[src/design/charset_byte_to_code_point_decoder_unit_macros.svh]
// Assertion helpers used by the decoder back end (cbd_back).
`ifndef CHARSET_BYTE_TO_CODE_POINT_DECODER_UNIT_MACROS_SVH
`define CHARSET_BYTE_TO_CODE_POINT_DECODER_UNIT_MACROS_SVH

// Expression holds at every rising clock edge outside reset.
`define CBD_ASSERT(label, clk, rst_n, expr, msg) \
  label: assert property (@(posedge clk) disable iff (!(rst_n)) (expr)) else $error(msg);

// Antecedent in one cycle implies consequent in the next.
`define CBD_ASSERT_NEXT(label, clk, rst_n, ante, cons, msg) \
  label: assert property (@(posedge clk) disable iff (!(rst_n)) (ante) |=> (cons)) \
    else $error(msg);

`endif

[src/design/cbd_pkg.sv]
package cbd_pkg;

  localparam int unsigned QUEUE_DEPTH = 4;

  localparam int unsigned BYTE_W = 8;
  localparam int unsigned CP_W   = 21;
  localparam int unsigned SB_W   = 16;
  localparam int unsigned PART_W = 15;

  localparam logic [CP_W-1:0] CP_MAX        = 21'h10FFFF;
  localparam logic [CP_W-1:0] SURR_LO       = 21'h00D800;
  localparam logic [CP_W-1:0] SURR_HI       = 21'h00E000;
  localparam logic [CP_W-1:0] NONCHAR_LO    = 21'h00FDD0;
  localparam logic [CP_W-1:0] NONCHAR_HI    = 21'h00FDF0;
  localparam logic [14:0]     NONCHAR_TAIL  = 15'h7FFF;
  localparam logic [CP_W-1:0] MIN_CODE_2B   = 21'h000080;
  localparam logic [CP_W-1:0] MIN_CODE_3B   = 21'h000800;
  localparam logic [CP_W-1:0] MIN_CODE_4B   = 21'h010000;
  localparam logic [5:0]      CONT_MASK     = 6'h3F;

  typedef enum logic [1:0] {
    ENC_UTF8   = 2'd0,
    ENC_LATIN1 = 2'd1,
    ENC_LATIN9 = 2'd2,
    ENC_CP1252 = 2'd3
  } encoding_e;

  typedef enum logic [1:0] {
    ERR_NONE       = 2'd0,
    ERR_INVALID    = 2'd1,
    ERR_INCOMPLETE = 2'd2
  } err_kind_e;

  typedef enum logic [2:0] {
    BC_ASCII = 3'd0,
    BC_CONT  = 3'd1,
    BC_LEAD2 = 3'd2,
    BC_LEAD3 = 3'd3,
    BC_LEAD4 = 3'd4,
    BC_BAD   = 3'd5
  } byte_class_e;

  // Sequence length class as kept in the back end
  localparam logic [1:0] LEN_NONE = 2'd0;
  localparam logic [1:0] LEN_2B   = 2'd1;
  localparam logic [1:0] LEN_3B   = 2'd2;
  localparam logic [1:0] LEN_4B   = 2'd3;

  typedef struct packed {
    logic              eoi;
    encoding_e         enc;
    byte_class_e       cls;
    logic [BYTE_W-1:0] data;
    logic [SB_W-1:0]   sb_cp;
  } item_t;

  typedef struct packed {
    logic [CP_W-1:0] cp;
    logic            has;
    err_kind_e       err;
  } result_t;

  localparam logic [SB_W-1:0] CP1252_HIGH [32] = '{
    16'h20AC, 16'h0081, 16'h201A, 16'h0192, 16'h201E, 16'h2026, 16'h2020, 16'h2021,
    16'h02C6, 16'h2030, 16'h0160, 16'h2039, 16'h0152, 16'h008D, 16'h017D, 16'h008F,
    16'h0090, 16'h2018, 16'h2019, 16'h201C, 16'h201D, 16'h2022, 16'h2013, 16'h2014,
    16'h02DC, 16'h2122, 16'h0161, 16'h203A, 16'h0153, 16'h009D, 16'h017E, 16'h0178
  };

  function automatic byte_class_e classify(input logic [BYTE_W-1:0] b);
    byte_class_e c;
    if (!b[7])                    c = BC_ASCII;
    else if (b[7:6] == 2'b10)     c = BC_CONT;
    else if (b[7:5] == 3'b110)    c = BC_LEAD2;
    else if (b[7:4] == 4'b1110)   c = BC_LEAD3;
    else if (b[7:3] == 5'b11110)  c = BC_LEAD4;
    else                          c = BC_BAD;
    return c;
  endfunction

  function automatic logic [SB_W-1:0] map_latin9(input logic [BYTE_W-1:0] b);
    logic [SB_W-1:0] r;
    unique case (b)
      8'hA4:   r = 16'h20AC;
      8'hA6:   r = 16'h0160;
      8'hA8:   r = 16'h0161;
      8'hB4:   r = 16'h017D;
      8'hB8:   r = 16'h017E;
      8'hBC:   r = 16'h0152;
      8'hBD:   r = 16'h0153;
      8'hBE:   r = 16'h0178;
      default: r = {8'h00, b};
    endcase
    return r;
  endfunction

  function automatic logic [SB_W-1:0] map_cp1252(input logic [BYTE_W-1:0] b);
    logic [SB_W-1:0] r;
    if (b[7:5] == 3'b100) r = CP1252_HIGH[b[4:0]];
    else                  r = {8'h00, b};
    return r;
  endfunction

endpackage

[src/design/cbd_front.sv]
module cbd_front (
  input  logic                       clk_i,
  input  logic                       rst_ni,
  input  logic                       cfg_we_i,
  input  logic [1:0]                 cfg_wdata_i,
  input  logic                       in_valid_i,
  input  logic [cbd_pkg::BYTE_W-1:0] in_data_i,
  input  logic                       in_last_i,
  output logic                       in_ready_o,
  input  logic                       q_full_i,
  output logic                       push_o,
  output cbd_pkg::item_t             push_item_o
);
  import cbd_pkg::*;

  encoding_e enc_q, enc_d;

  always_comb begin
    enc_d = enc_q;
    if (cfg_we_i) begin
      enc_d = encoding_e'(cfg_wdata_i);
    end
  end

  always_ff @(posedge clk_i or negedge rst_ni) begin
    if (!rst_ni) begin
      enc_q <= ENC_UTF8;
    end else begin
      enc_q <= enc_d;
    end
  end

  assign in_ready_o = !q_full_i;
  assign push_o     = in_valid_i && !q_full_i;

  // Tag each beat with its class and its single-byte mapping
  always_comb begin
    push_item_o.eoi  = in_last_i;
    push_item_o.enc  = enc_q;
    push_item_o.cls  = classify(in_data_i);
    push_item_o.data = in_data_i;
    case (enc_q)
      ENC_LATIN9: push_item_o.sb_cp = map_latin9(in_data_i);
      ENC_CP1252: push_item_o.sb_cp = map_cp1252(in_data_i);
      default:    push_item_o.sb_cp = {8'h00, in_data_i};
    endcase
  end

endmodule

[src/design/cbd_queue.sv]
module cbd_queue #(
  parameter int unsigned Depth = cbd_pkg::QUEUE_DEPTH
) (
  input  logic           clk_i,
  input  logic           rst_ni,
  input  logic           push_i,
  input  cbd_pkg::item_t push_item_i,
  output logic           full_o,
  input  logic           pop_i,
  output logic           valid_o,
  output cbd_pkg::item_t head_o
);
  import cbd_pkg::*;

  localparam int unsigned PtrW = (Depth > 1) ? $clog2(Depth) : 1;
  localparam int unsigned CntW = $clog2(Depth + 1);
  localparam logic [PtrW-1:0] LastPtr = PtrW'(Depth - 1);
  localparam logic [CntW-1:0] FullCnt = CntW'(Depth);

  item_t           slots_q [Depth];
  logic [PtrW-1:0] wr_ptr_q, wr_ptr_d;
  logic [PtrW-1:0] rd_ptr_q, rd_ptr_d;
  logic [CntW-1:0] cnt_q, cnt_d;

  assign full_o  = (cnt_q == FullCnt);
  assign valid_o = (cnt_q != '0);
  assign head_o  = slots_q[rd_ptr_q];

  always_comb begin
    wr_ptr_d = wr_ptr_q;
    rd_ptr_d = rd_ptr_q;
    cnt_d    = cnt_q;
    if (push_i) begin
      wr_ptr_d = (wr_ptr_q == LastPtr) ? '0 : wr_ptr_q + 1'b1;
    end
    if (pop_i) begin
      rd_ptr_d = (rd_ptr_q == LastPtr) ? '0 : rd_ptr_q + 1'b1;
    end
    if (push_i && !pop_i) begin
      cnt_d = cnt_q + 1'b1;
    end else if (pop_i && !push_i) begin
      cnt_d = cnt_q - 1'b1;
    end
  end

  always_ff @(posedge clk_i or negedge rst_ni) begin
    if (!rst_ni) begin
      wr_ptr_q <= '0;
      rd_ptr_q <= '0;
      cnt_q    <= '0;
    end else begin
      wr_ptr_q <= wr_ptr_d;
      rd_ptr_q <= rd_ptr_d;
      cnt_q    <= cnt_d;
    end
  end

  always_ff @(posedge clk_i) begin
    if (push_i) begin
      slots_q[wr_ptr_q] <= push_item_i;
    end
  end

endmodule

[src/design/cbd_back.sv]
`include "charset_byte_to_code_point_decoder_unit_macros.svh"

module cbd_back (
  input  logic             clk_i,
  input  logic             rst_ni,
  input  logic             q_valid_i,
  input  cbd_pkg::item_t   q_head_i,
  output logic             pop_o,
  output logic             out_valid_o,
  input  logic             out_ready_i,
  output cbd_pkg::result_t out_o
);
  import cbd_pkg::*;

  logic [PART_W-1:0] partial_q, partial_d;
  logic [1:0]        need_q, need_d;
  logic [1:0]        len_q, len_d;
  logic              resync_q, resync_d;
  logic              out_valid_q, out_valid_d;
  result_t           out_q, out_d;

  logic              emit;
  result_t           res;
  logic [CP_W-1:0]   v;
  logic [CP_W-1:0]   floor_cp;
  logic              flagged;
  logic              cut;

  assign pop_o = q_valid_i && (!out_valid_q || out_ready_i);

  assign v = {partial_q, q_head_i.data[5:0] & CONT_MASK};

  always_comb begin
    case (len_q)
      LEN_3B:  floor_cp = MIN_CODE_3B;
      LEN_4B:  floor_cp = MIN_CODE_4B;
      default: floor_cp = MIN_CODE_2B;
    endcase
  end

  assign flagged = (v < floor_cp) || (v > CP_MAX) ||
                   ((v >= SURR_LO) && (v < SURR_HI)) ||
                   ((v >= NONCHAR_LO) && (v < NONCHAR_HI)) ||
                   (v[15:1] == NONCHAR_TAIL);

  always_comb begin
    partial_d = partial_q;
    need_d    = need_q;
    len_d     = len_q;
    resync_d  = resync_q;
    emit      = 1'b0;
    cut       = 1'b0;
    res.cp    = '0;
    res.has   = 1'b0;
    res.err   = ERR_NONE;

    if (q_head_i.eoi) begin
      emit      = (need_q != 2'd0);
      res.err   = (need_q != 2'd0) ? ERR_INCOMPLETE : ERR_NONE;
      partial_d = '0;
      need_d    = 2'd0;
      len_d     = LEN_NONE;
      resync_d  = 1'b0;
    end else if (q_head_i.enc != ENC_UTF8) begin
      emit    = 1'b1;
      res.has = 1'b1;
      res.cp  = {5'd0, q_head_i.sb_cp};
    end else if ((need_q != 2'd0) && (q_head_i.cls == BC_CONT)) begin
      need_d = need_q - 2'd1;
      if (need_q == 2'd1) begin
        partial_d = '0;
        emit      = 1'b1;
        res.has   = 1'b1;
        res.cp    = v;
        res.err   = flagged ? ERR_INVALID : ERR_NONE;
      end else begin
        partial_d = v[PART_W-1:0];
      end
    end else begin
      // Drop an unfinished sequence and decode this beat as a lead
      if (need_q != 2'd0) begin
        cut       = 1'b1;
        partial_d = '0;
        need_d    = 2'd0;
        len_d     = LEN_NONE;
      end
      if (resync_q && ((q_head_i.cls == BC_CONT) || (q_head_i.cls == BC_BAD))) begin
        emit = 1'b0;
      end else begin
        resync_d = 1'b0;
        res.err  = cut ? ERR_INVALID : ERR_NONE;
        unique case (q_head_i.cls)
          BC_ASCII: begin
            res.has = 1'b1;
            res.cp  = {13'd0, q_head_i.data};
          end
          BC_LEAD2: begin
            partial_d = {10'd0, q_head_i.data[4:0]};
            need_d    = 2'd1;
            len_d     = LEN_2B;
          end
          BC_LEAD3: begin
            partial_d = {11'd0, q_head_i.data[3:0]};
            need_d    = 2'd2;
            len_d     = LEN_3B;
          end
          BC_LEAD4: begin
            partial_d = {12'd0, q_head_i.data[2:0]};
            need_d    = 2'd3;
            len_d     = LEN_4B;
          end
          default: begin
            res.err  = ERR_INVALID;
            resync_d = 1'b1;
          end
        endcase
        emit = res.has || (res.err != ERR_NONE);
      end
    end
  end

  // Hold the result until taken; load a new one only into a free slot
  always_comb begin
    out_valid_d = out_valid_q;
    out_d       = out_q;
    if (out_ready_i) begin
      out_valid_d = 1'b0;
    end
    if (pop_o && emit) begin
      out_valid_d = 1'b1;
      out_d       = res;
    end
  end

  always_ff @(posedge clk_i or negedge rst_ni) begin
    if (!rst_ni) begin
      partial_q   <= '0;
      need_q      <= 2'd0;
      len_q       <= LEN_NONE;
      resync_q    <= 1'b0;
      out_valid_q <= 1'b0;
    end else begin
      out_valid_q <= out_valid_d;
      if (pop_o) begin
        partial_q <= partial_d;
        need_q    <= need_d;
        len_q     <= len_d;
        resync_q  <= resync_d;
      end
    end
  end

  always_ff @(posedge clk_i) begin
    out_q <= out_d;
  end

  assign out_valid_o = out_valid_q;
  assign out_o       = out_q;

  `CBD_ASSERT(a_resync_no_open_seq, clk_i, rst_ni, !(resync_q && (need_q != 2'd0)), "resync with open sequence")
  `CBD_ASSERT(a_need_within_len, clk_i, rst_ni, (need_q <= len_q), "pending count exceeds sequence length")
  `CBD_ASSERT_NEXT(a_eoi_clears, clk_i, rst_ni, pop_o && q_head_i.eoi, (need_q == 2'd0) && !resync_q && (partial_q == '0), "end marker left state behind")
  `CBD_ASSERT(a_no_cp_without_flag, clk_i, rst_ni, !(out_valid_q && !out_q.has && (out_q.cp != '0)), "code point set without flag")

endmodule

[src/design/charset_byte_to_code_point_decoder_unit.sv]
// Path: a beat accepted from s_axis is written into the byte queue, decoded from the
// queue head and registered in the output register that drives m_axis.
// Throughput: one byte per cycle while the result port is not stalled; the back end's
// decode step sets this, and the byte queue absorbs a stalled result port until it fills.
// Reset (rst_ni low, asynchronous): encoding returns to UTF-8, all sequence and
// resync state clears, the queue and output register empty. No clearing pass.
module charset_byte_to_code_point_decoder_unit #(
  parameter int unsigned QueueDepth = cbd_pkg::QUEUE_DEPTH
) (
  input  logic        clk_i,
  input  logic        rst_ni,
  input  logic        cfg_we_i,
  input  logic [1:0]  cfg_wdata_i,      // encoding
  input  logic        s_axis_tvalid_i,
  output logic        s_axis_tready_o,
  input  logic [7:0]  s_axis_tdata_i,   // [7:0] data_byte
  input  logic        s_axis_tlast_i,   // end_of_input
  output logic        m_axis_tvalid_o,
  input  logic        m_axis_tready_i,
  output logic [23:0] m_axis_tdata_o,   // [20:0] code_point, [23:21] zero
  output logic [2:0]  m_axis_tuser_o    // [0] has_code_point, [2:1] error_kind
);
  import cbd_pkg::*;

  logic    q_full;
  logic    push;
  item_t   push_item;
  logic    pop;
  logic    q_valid;
  item_t   q_head;
  result_t res;

  cbd_front u_front (
    .clk_i       (clk_i),
    .rst_ni      (rst_ni),
    .cfg_we_i    (cfg_we_i),
    .cfg_wdata_i (cfg_wdata_i),
    .in_valid_i  (s_axis_tvalid_i),
    .in_data_i   (s_axis_tdata_i),
    .in_last_i   (s_axis_tlast_i),
    .in_ready_o  (s_axis_tready_o),
    .q_full_i    (q_full),
    .push_o      (push),
    .push_item_o (push_item)
  );

  cbd_queue #(
    .Depth (QueueDepth)
  ) u_queue (
    .clk_i       (clk_i),
    .rst_ni      (rst_ni),
    .push_i      (push),
    .push_item_i (push_item),
    .full_o      (q_full),
    .pop_i       (pop),
    .valid_o     (q_valid),
    .head_o      (q_head)
  );

  cbd_back u_back (
    .clk_i       (clk_i),
    .rst_ni      (rst_ni),
    .q_valid_i   (q_valid),
    .q_head_i    (q_head),
    .pop_o       (pop),
    .out_valid_o (m_axis_tvalid_o),
    .out_ready_i (m_axis_tready_i),
    .out_o       (res)
  );

  assign m_axis_tdata_o = {3'b000, res.cp};
  assign m_axis_tuser_o = {res.err, res.has};

endmodule

[config.mk]
export PLATFORM = sky130hd
export DESIGN_NAME = charset_byte_to_code_point_decoder_unit
export DESIGN_NICKNAME = d
export VERILOG_FILES = /design/src/design/cbd_pkg.sv /design/src/design/cbd_front.sv /design/src/design/cbd_queue.sv /design/src/design/cbd_back.sv /design/src/design/charset_byte_to_code_point_decoder_unit.sv
export VERILOG_INCLUDE_DIRS = /design/src /design/src/design
export SDC_FILE = /design/constraint.sdc
export NUM_CORES = 1
export LEC_CHECK = 0
export ABC_AREA = 1
export ABC_CLOCK_PERIOD_IN_PS = 6400
export BUFFER_PORTS_ARGS = -buffer_cell sky130_fd_sc_hd__buf_2
export CAP_MARGIN = 0
export CORE_UTILIZATION = 24
export CTS_BUF_LIST = sky130_fd_sc_hd__clkbuf_2
export DETAILED_ROUTE_END_ITERATION = 10
export PLACE_DENSITY = 0.34
export SLEW_MARGIN = 15
export SYNTH_ARGS = -nofsm -noshare
export SYNTH_HDL_FRONTEND = slang
export SYNTH_HIERARCHICAL = 1
export SYNTH_SLANG_ARGS = --single-unit
[constraint.sdc]
create_clock -name clk_i -period 6.4 [get_ports clk_i]
set_clock_uncertainty 0.05 [all_clocks]
set_input_delay 0.64 -clock clk_i [delete_from_list [all_inputs] [get_ports clk_i]]
set_output_delay 0.64 -clock clk_i [all_outputs]
set_load 0.03 [all_outputs]
==> results by group <==
Outcome
  • Status: complete, no violations

STA
  • Worst slew margin: between 30 and 40%
  • Slew Viols, Final: 0
  • Final hold violation count: 0
  • Final setup TNS: 0 ns
  • RSZ-0062 raised after global routing: no
  • Final period utilization: about three fifths
  • Worst-Margin Slew: 0.9556 ns
  • Final setup vio count: 0
  • Final WS setup: around 2.6 ns
  • Fmax achieved: 265.9 MHz
  • Fin crit period: between 3 and 4 ns

Floorplanning
  • Initial Utilization: 24.38%
  • Std cell rows: 70
  • DIE AREA: ~38000 um^2
  • Ports: 45
  • Core region area: ~37000 um^2
  • DIE HEIGHT: around 190 um
  • Die extent in x: 194.9 um

Drt
  • DR vias: 6185
  • Routed WL per cell: between 15 and 20 um
  • DR vias/cell: roughly 4.3
  • Drt total wl: between 20 and 25 mm
  • DRC viols: 0
  • DR iter-0 viols: 349
  • Drt first pass iters: 4
  • Final ANT Viol Nets: 0

Place
  • GPL Wtd Cong: 0.7967
  • Setup slack at placement: 2.589 ns
  • Detailed placement HPWL: 16.02 mm
  • I/O Buffers: 41
  • # placed instances: approximately 1400

Setup path
  • Setup crit end kind: flip-flop
  • Worst reg2reg startpoint: u_queue/rd_ptr_q[0]$_DFFE_PN0P_
  • Crit path required time: roughly 6.8 ns
  • Worst EP arrival: between 4 and 5 ns
  • R2r worst-path depth: 12
  • Worst reg2reg setup slack: ~2.6 ns
  • Worst R2R End: u_back/out_o[6]$_SDFFCE_PP0P_
  • Worst-path fanout max: 70
  • Worst setup SP type: flip-flop
  • Critical path class: flip-flop to flip-flop
  • Critical Path Start: u_queue/rd_ptr_q[0]$_DFFE_PN0P_
  • Critical Path End: u_back/out_o[6]$_SDFFCE_PP0P_

Synth
  • Average size of a mapped cell: between 9 and 10 um^2
  • Count of cell types in the netlist: 43
  • Post-Synthesis Cells: just over 900
  • Main synth FF type: edfxtp_1
  • Syn Std Cell Area: between 8000 and 9000 um^2
  • Register bit count reported by yosys: 174
  • Register area share after synthesis: approximately 57%
  • Warnings, synthesis: 6
  • Number of flops mapped to enable cells by yosys: 144
  • Async S/R FF share, synth: approximately 17%

Final layout
  • Final #Nets: 975
  • Finished Core Util: a little over a quarter
  • Final non-filler cell total: approximately 1400
  • Layout cells sized above 1: between 10 and 15%
  • Area Growth Syn to Fin: 8.577%
  • Layout fillers: approximately 3900

Clock network
  • Clock buffer depth: 2
  • CTS Buf Count: 17
  • Skew-Pair Late Insertion Delay: between 0.8 and 0.9 ns
  • Hold buffers post-CTS: 7
  • # resized after CTS: 0
  • H-Tree Depth: 4
  • Register clock-pin slew on the reported worst setup and hold paths: approximately 0.25 ns
  • Clk root buf: clkbuf_2
  • Clk sinks: 174
  • TritonCTS clock tree: done
  • Post-CTS Setup Bufs: 0

Power and ir drop
  • Reg power frac: between 40% and 50%
  • Switch Pwr: 1891 uW
  • P per Cell Area: 420.8 nW/um^2
  • Comb pwr share: between 40% and 50%
  • LEAKAGE: 0.003998 uW
  • Switching share of total power: between 40% and 50%
  • Maximum vdd ir drop: 0.0001434 V
  • Clock power frac: between 10% and 20%
  • P_int: around 2200 uW

Run
  • Max cap viols: 0

Global routing
  • Initial antenna violation count: 1
  • GRT Util Overall: between 10% and 20%
  • Vias in the first global route: about 6100
  • First-pass GRT wire length: ~37 mm
  • GRT overflow: 0
  • Largest net degree at the start of global routing: 71

Min path
  • Hold Crit Class: input pin to flip-flop
## synth_stat cells, types with 6 or more instances
cell | instances | area (um^2)
nand2_2 | 10 | 62.56
nor2_1 | 48 | 180.2
a21oi_1 | 20 | 100.1
buf_2 | 9 | 45.04
o22ai_1 | 10 | 62.56
ha_1 | 18 | 225.2
nand3_1 | 76 | 380.4
buf_6 | 12 | 135.1
inv_2 | 14 | 52.55
nor3_1 | 6 | 30.03
nor2_2 | 7 | 43.79
buf_4 | 21 | 157.7
o21ai_0 | 22 | 110.1
inv_1 | 125 | 469.2
o21ai_1 | 10 | 50.05
o211ai_1 | 67 | 503.0
edfxtp_1 | 144 | 4324
nand2_1 | 211 | 792.0
nand4_1 | 9 | 56.30
dfrtp_1 | 30 | 750.7
clkbuf_1 | 9 | 33.78
## final cells by class
cell class	instances	area [um^2]	area share [%]
diodes	1	2.502	0.02582
clock buffers	19	95.09	0.9810
clock inverters	13	110.1	1.136
inverters	140	529.3	5.460
multi-input cells	553	2975	30.70
flip-flops and latches	174	5075	52.36
well taps	468	585.6	6.041
repair buffers	54	320.3	3.305
## critical path, cell delays in order (launching register included)
cell and delay [ns]:
dfrtp_1 0.45, clkinv_2 0.63, o211ai_1 0.45, nand2_1 0.14, inv_2 0.10, nand2_1 0.09
nor3_4 0.25, nand2_1 0.11, nand2_2 0.14, o21ai_1 0.10, nand2_1 0.09, nand2_1 0.06
inv_1 0.70
## power groups by stage
stage	Sequential (uW)	Clock [uW]	Combinational, uW
final	1700	531	1850
after global routing	1730	608	2070
after CTS	1700	568	1900
after detailed placement	1730	0	1890
after global placement	1740	0	1900
after floorplan	1880	0	1210
## worst min path at each step
stage | start | endpoint | slack [ns] | cells past startpoint
final | s_axis_tdata_i[5] | u_queue/slots_q[0][21]$_DFFE_PP_ | 0.13 | 1
after global routing | s_axis_tdata_i[5] | u_queue/slots_q[2][21]$_DFFE_PP_ | 0.01 | 1
after CTS | s_axis_tdata_i[5] | u_queue/slots_q[2][21]$_DFFE_PP_ | 0.02 | 1
after detailed placement | u_queue/cnt_q[2]$_DFFE_PN0P_ | u_queue/cnt_q[2]$_DFFE_PN0P_ | 0.41 | 2
after global placement | u_queue/cnt_q[2]$_DFFE_PN0P_ | u_queue/cnt_q[2]$_DFFE_PN0P_ | 0.42 | 2
after floorplan | rst_ni | u_back/len_q[0]$_DFFE_PN0P_ | 0.29 | 0
## metal layers
metal / vias to the layer above / track usage [%] / share of wire [%]
met3: 14 / 2.152 / 2.4
li1: 3130 / - / -
met4: 0 / 3.937 / 1.2
met5: - / 0 / 0
met2: 94 / 21.39 / 48
met1: 2947 / 17.18 / 48
## flip-flops by register name (all words and copies together), names as in the netlist
signal              cells
u_queue/slots_q       120
u_back/out_o           24
u_back/resync_q         1
u_back/len_q            2
u_back/partial_q       15
u_front/enc_q           2
u_queue/cnt_q           3
u_queue/rd_ptr_q        2
u_back/out_valid_o      1
u_queue/wr_ptr_q        2
u_back/need_q           2
## cells by family (layout without fill, tap and decap cells)
group / Yosys count / count (layout) / share of synthesized area, %
other: 2 / 9 / 0.08412
AO/OA/AOI/OAI: 145 / 145 / 11.31
adder cells (fa/ha/maj): 19 / 19 / 2.747
flip-flops: 174 / 174 / 56.85
multiplexers: 1 / 1 / 0.1261
AND/OR/NAND/NOR: 379 / 379 / 18.71
buffers and inverters: 191 / 226 / 10.08
XOR/XNOR: 1 / 1 / 0.09813
## cell usage in the layout (no fill, tap or decap), drive strengths merged
cell           n
o221ai         2
nand3         81
mux2           1
edfxtp       144
o2111ai        2
a21oi         22
o21a           1
diode          1
clkinvlp       5
o22ai         14
xnor2          1
buf           47
o21ai         34
nand4          9
dfrtp         30
o31ai          1
nor2          58
nor3           7
fa             1
nand2        222
nand3b         1
a31oi          1
o211ai        68
ha            18
clkbuf        19
dlygate4sd3    7
clkinv         5
or2            1
inv          143
conb           8
## metrics by stage
step / cell area (um^2) / total power, uW / hold WS (ns)
2_1_floorplan: 8950 / 3097 / 0.2944
3_3_place_gp: 9415 / 3634 / 0.4230
3_5_place_dp: 9415 / 3623 / 0.4080
4_1_cts: 9691 / 4169 / 0.01686
5_1_grt: 9693 / 4408 / 0.01280
6_report: 9693 / 4079 / 0.1316
Note: power is estimated with default switching activity, not from simulation.
